[config.mk]
export PLATFORM = sky130hd
export DESIGN_NAME = i2ccds_cell
export DESIGN_NICKNAME = d
export VERILOG_FILES = /design/src/sv/i2ccds_pkg.sv /design/src/sv/i2ccds_cell.sv
export SDC_FILE = /design/constraint.sdc
export NUM_CORES = 1
export LEC_CHECK = 0
export BUFFER_PORTS_ARGS = -buffer_cell sky130_fd_sc_hd__buf_2
export CAP_MARGIN = 30
export CORE_ASPECT_RATIO = 0.9
export CORE_MARGIN = 4
export CORE_UTILIZATION = 40
export DETAILED_ROUTE_END_ITERATION = 12
export PLACE_DENSITY = 0.6
export SYNTH_ARGS = -nofsm -noshare
export SYNTH_HDL_FRONTEND = slang
export SYNTH_SLANG_ARGS = --single-unit
[constraint.sdc]
create_clock -name clk -period 12.9 [get_ports clk]
set_input_delay 2.58 -clock clk [delete_from_list [all_inputs] [get_ports clk]]
set_output_delay 2.58 -clock clk [all_outputs]
set_load 0.02 [all_outputs]
[src/sv/i2ccds_pkg.sv]
// shared types and constants of the i2c clock divider search
// no dependencies
`timescale 1ns / 1ps

package i2ccds_pkg;

	localparam int          M_COUNT    = 16;
	localparam int          N_COUNT    = 8;
	localparam int          S10_W      = 29;
	localparam logic [31:0] RECIP_TEN  = 32'hCCCCCCCD;
	localparam int          TEN_SHIFT  = 35;
	localparam logic [3:0]  FALLBACK_M = 4'd5;
	localparam logic [2:0]  FALLBACK_N = 3'd0;

	// beat travelling down the cell row
	typedef struct packed {
		logic              valid;
		logic [S10_W-1:0]  s10;
		logic [31:0]       want;
		logic              have;
		logic [31:0]       gap;
		logic [3:0]        m;
		logic [2:0]        n;
	} beat_t;

endpackage

[src/sv/i2ccds_cell.sv]
// one cell of the divider search row: handles one multiplier m for all n
// depends on i2ccds_pkg
`timescale 1ns / 1ps

module i2ccds_cell #(
	parameter int M_IDX = 0
) (
	input  logic                 clk,
	input  logic                 arst_n,
	input  i2ccds_pkg::beat_t    beat_in,
	output i2ccds_pkg::beat_t    beat_out
);

	localparam int          DIV   = M_IDX + 1;
	localparam int          L     = $clog2(DIV);
	localparam int          SH    = i2ccds_pkg::S10_W + L;
	localparam logic [63:0] MAG64 = (64'd1 << SH) / DIV + 64'd1;
	localparam logic [30:0] MAGIC = MAG64[30:0];
	localparam logic [3:0]  MY_M  = 4'(M_IDX);

	i2ccds_pkg::beat_t beat_s1;
	logic [59:0]       prod_s1;
	i2ccds_pkg::beat_t beat_s2;

	logic [59:0]       prod_c;
	logic [28:0]       quot;
	logic              fit;
	logic [2:0]        fit_n;
	logic [31:0]       fit_f;
	logic [31:0]       fit_gap;
	logic              take;
	logic [31:0]       f_n;

	assign prod_c = 60'(beat_in.s10) * 60'(MAGIC);

	always_ff @(posedge clk or negedge arst_n) begin
		if (!arst_n) begin
			beat_s1 <= '0;
		end else begin
			beat_s1 <= beat_in;
		end
	end

	always_ff @(posedge clk) begin
		prod_s1 <= prod_c;
	end

	assign quot = 29'(prod_s1 >> SH);

	// first n whose frequency fits under the wanted rate
	always_comb begin
		fit   = 1'b0;
		fit_n = '0;
		fit_f = '0;
		f_n   = '0;
		for (int i = i2ccds_pkg::N_COUNT - 1; i >= 0; i--) begin
			f_n = 32'(quot >> i);
			if (f_n <= beat_s1.want) begin
				fit   = 1'b1;
				fit_n = 3'(i);
				fit_f = f_n;
			end
		end
	end

	assign fit_gap = beat_s1.want - fit_f;
	assign take = fit && (!beat_s1.have || (fit_gap < beat_s1.gap) ||
		((fit_gap == beat_s1.gap) && (fit_n < beat_s1.n)));

	always_ff @(posedge clk or negedge arst_n) begin
		if (!arst_n) begin
			beat_s2 <= '0;
		end else begin
			beat_s2.valid <= beat_s1.valid;
			beat_s2.s10   <= beat_s1.s10;
			beat_s2.want  <= beat_s1.want;
			if (take) begin
				beat_s2.have <= 1'b1;
				beat_s2.gap  <= fit_gap;
				beat_s2.m    <= MY_M;
				beat_s2.n    <= fit_n;
			end else begin
				beat_s2.have <= beat_s1.have;
				beat_s2.gap  <= beat_s1.gap;
				beat_s2.m    <= beat_s1.m;
				beat_s2.n    <= beat_s1.n;
			end
		end
	end

	assign beat_out = beat_s2;

endmodule

==> metrics <==
status finished, final reports clean; actual slew at the worst max-slew pin 0.987 ns; buffer count from post-CTS setup fixing 0; Max-Cap Viols 0; Reg clk slew, reported paths around 0.060 ns; leak pwr between 0.008 and 0.009 uW; die span in x roughly 210 um; Tmin final between 9 and 10 ns; total CTS buffers 25; Max-slew headroom between 30% and 40%; Max FO, Critical Path 22; flop2flop setup slack 3.10 ns; most frequent cells in the layout 267 x ha_1, 204 x dfrtp_1, 204 x buf_2; power share of the sequential group 39.7%; Worst path most repeated cell o21ai_0; Clock Power Share between 30% and 40%; I/O Buffers slightly above 200; antenna fix cells 0; detailed-route wire length 45.0 mm; max-slew violations 0; post-cts sizing count 0; most common cell after layout, fill and taps aside ha_1; Yosys reg bits between 200 and 250; crit path DAT 10.21 ns; post-route ant nets 0; Mapped Nets 1842; Cells after Synth between 1000 and 1500; die height 191 um; vias in the first global route about 13000; RSZ-0062 raised after global routing false; row cnt 66; initial DRC count 976; H-tree depth 1; Via density ~5.7; # IOs 206; Final setup viols 0; CP peak stage delay approximately 0.90 ns; sequential share of the synthesized area about two fifths; Switching Fraction 30.2%; dpl cells 2106; TritonCTS clock tree yes; largest net degree at the start of global routing 82; GRT overflow 0; Max Freq 102 MHz; first-pass GRT wire length 70.6 mm; DIE AREA 40500 um^2; ys flop type dfrtp_1; Comb pwr share between 20% and 30%; ys async rst share 87.6%; clk_skew 0.0109 ns; slowest cell on the critical path a311o_1; CTS root buffer clkbuf_16; layout cells sized above 1 roughly a fifth; Final Cycle Share 76.0%; starting density of the core 41.0%; total track usage around 22%; Worst Hold End beat_out[97]; Critical Path End Type flip-flop; Peak VDD IR 91.5 uV; Worst Hold Depth 0; cts hold-fix bufs 0; Core Footprint 36500 um^2; min-delay src beat_s1[97]; Via Count roughly 12000; Netlist cell types 81; kind of critical path flip-flop to flip-flop; setup TNS 0 ns; Hold Vio Cnt, Final 0; antenna violations before repair 0; syn avg cell area 10.2 um^2; Clk Latency, worst-skew pair 0.53 ns; wire per inst around 21 um; Reg2Reg Depth 31; Ys Warns 0; Sw Pwr 640 uW; critical path launch point type flip-flop; Reg-to-Reg End beat_out[23]; worst reg2reg path startpoint prod_s1[40]; CTS Sinks 233; Int Power 1480 uW; Worst Path Required 13.31 ns; Min-Delay Path Class flip-flop to flip-flop; Initial DRT Pass Iterations 5; P per Cell Area 122 nW/um^2; Post-synth EDFFs 0; Cell Count, Final, Fillers Out 2151; Post-Synthesis Cell Area 15000 um^2; # DRC 0; HPWL Detailed 33.8 mm; global placement routability congestion 0.896; Max Buffers Root-to-Sink 3; nets 2029; Syn-to-layout area delta 15.9%
-- critical path, delay by kind of cell (launching register included) --
kind / cells / cell delay [ns]
AO/OA/AOI/OAI: 23 / 6.68
adder cells (fa/ha/maj): 3 / 1.07
flip-flops: 1 / 0.81
multiplexers: 1 / 0.35
XOR/XNOR: 1 / 0.29
buffers and inverters: 1 / 0.25
AND/OR/NAND/NOR: 2 / 0.22
-- cells by family (layout without fill, tap and decap cells) --
logic type,after synthesis,in the layout,share of synthesized area (%)
compound gates,422,422,19.5
simple gates,338,338,11.4
fa+ha+maj,268,268,22.5
flops,233,233,38.0
buf+inv,145,350,3.93
mux,38,38,3.21
xor+xnor,26,26,1.52
-- final cells by class --
| cell class | count | area, um^2 |
|---|---|---|
| fill | 3409 | 19200 |
| clock buffer | 34 | 729 |
| sequential | 233 | 5690 |
| timing repair buffer | 214 | 1120 |
| clock inverter | 11 | 168 |
| inverter | 91 | 342 |
| tap | 476 | 596 |
| multi-input combinational | 1092 | 8690 |
-- power groups by stage --
stage	sequential (uW)	combinational [uW]	clock [uW]
global placement	857	501	0
floorplan	885	307	0
detailed placement	855	513	0
CTS	843	516	787
finish	843	515	763
global route	851	578	819
-- cells in the mapped netlist (all sizes together) (6+ instances only) --
cell type	number	share of area (%)
a221oi	25	1.5
o211ai	15	0.79
o31ai	20	1.0
ha	267	22
buf	25	0.91
nand2b	11	0.46
nor2	90	2.3
and2	6	0.25
nor3	16	0.72
dfrtp	204	34
a21boi	6	0.30
nor4	15	0.75
o221ai	24	1.4
nand2	75	1.9
nor2b	20	0.84
dfxtp	29	3.9
nand4	45	1.9
o41ai	6	0.40
mux2	34	2.9
xnor2	21	1.2
clkbuf	29	0.74
a31oi	12	0.70
o22ai	23	0.96
a21oi	118	3.9
a211oi	15	0.75
a21o	37	1.9
a211o	6	0.35
and3	9	0.38
inv	91	2.3
o21ai	63	2.1
a2111oi	6	0.52
nand3	41	1.4
o21a	15	0.75
-- state kept, by name, indices dropped and copies added (netlist names) --
signal and count:
beat_out 102, beat_s1 102, prod_s1 29
-- per-layer routing --
layer | routed length (um) | global-route usage [%] | share of wire (%) | vias up
met5 | 0 | 0 | 0 | -
met4 | 1370 | 6.54 | 3.0 | 0
met3 | 3580 | 4.69 | 7.9 | 76
met2 | 19300 | 33.2 | 43 | 492
met1 | 20800 | 31.7 | 46 | 5886
li1 | - | - | - | 5913
-- stage by stage --
stage	hold WS (ns)	util (%)	worst slack, ns	total power, uW	instance area (um^2)
floorplan	0.331	-	5.70	1190	15000
global placement	0.331	44.9	3.17	1360	16400
detailed placement	0.335	45.0	3.34	1370	16400
CTS	0.336	47.5	3.31	2150	17300
global route	0.351	47.5	2.28	2250	17300
finish	0.346	47.5	3.10	2120	17300
-- worst max-delay path by stage --
stage	from	endpoint	slack (ns)
floorplan	beat_s1[63]	beat_out[25]	5.70
global placement	prod_s1[45]	beat_out[9]	3.17
detailed placement	prod_s1[45]	beat_out[24]	3.34
CTS	prod_s1[45]	beat_out[23]	3.31
global route	prod_s1[40]	beat_out[23]	2.28
finish	prod_s1[40]	beat_out[23]	3.10
No activity file was read; power rests on OpenSTA's default activity.
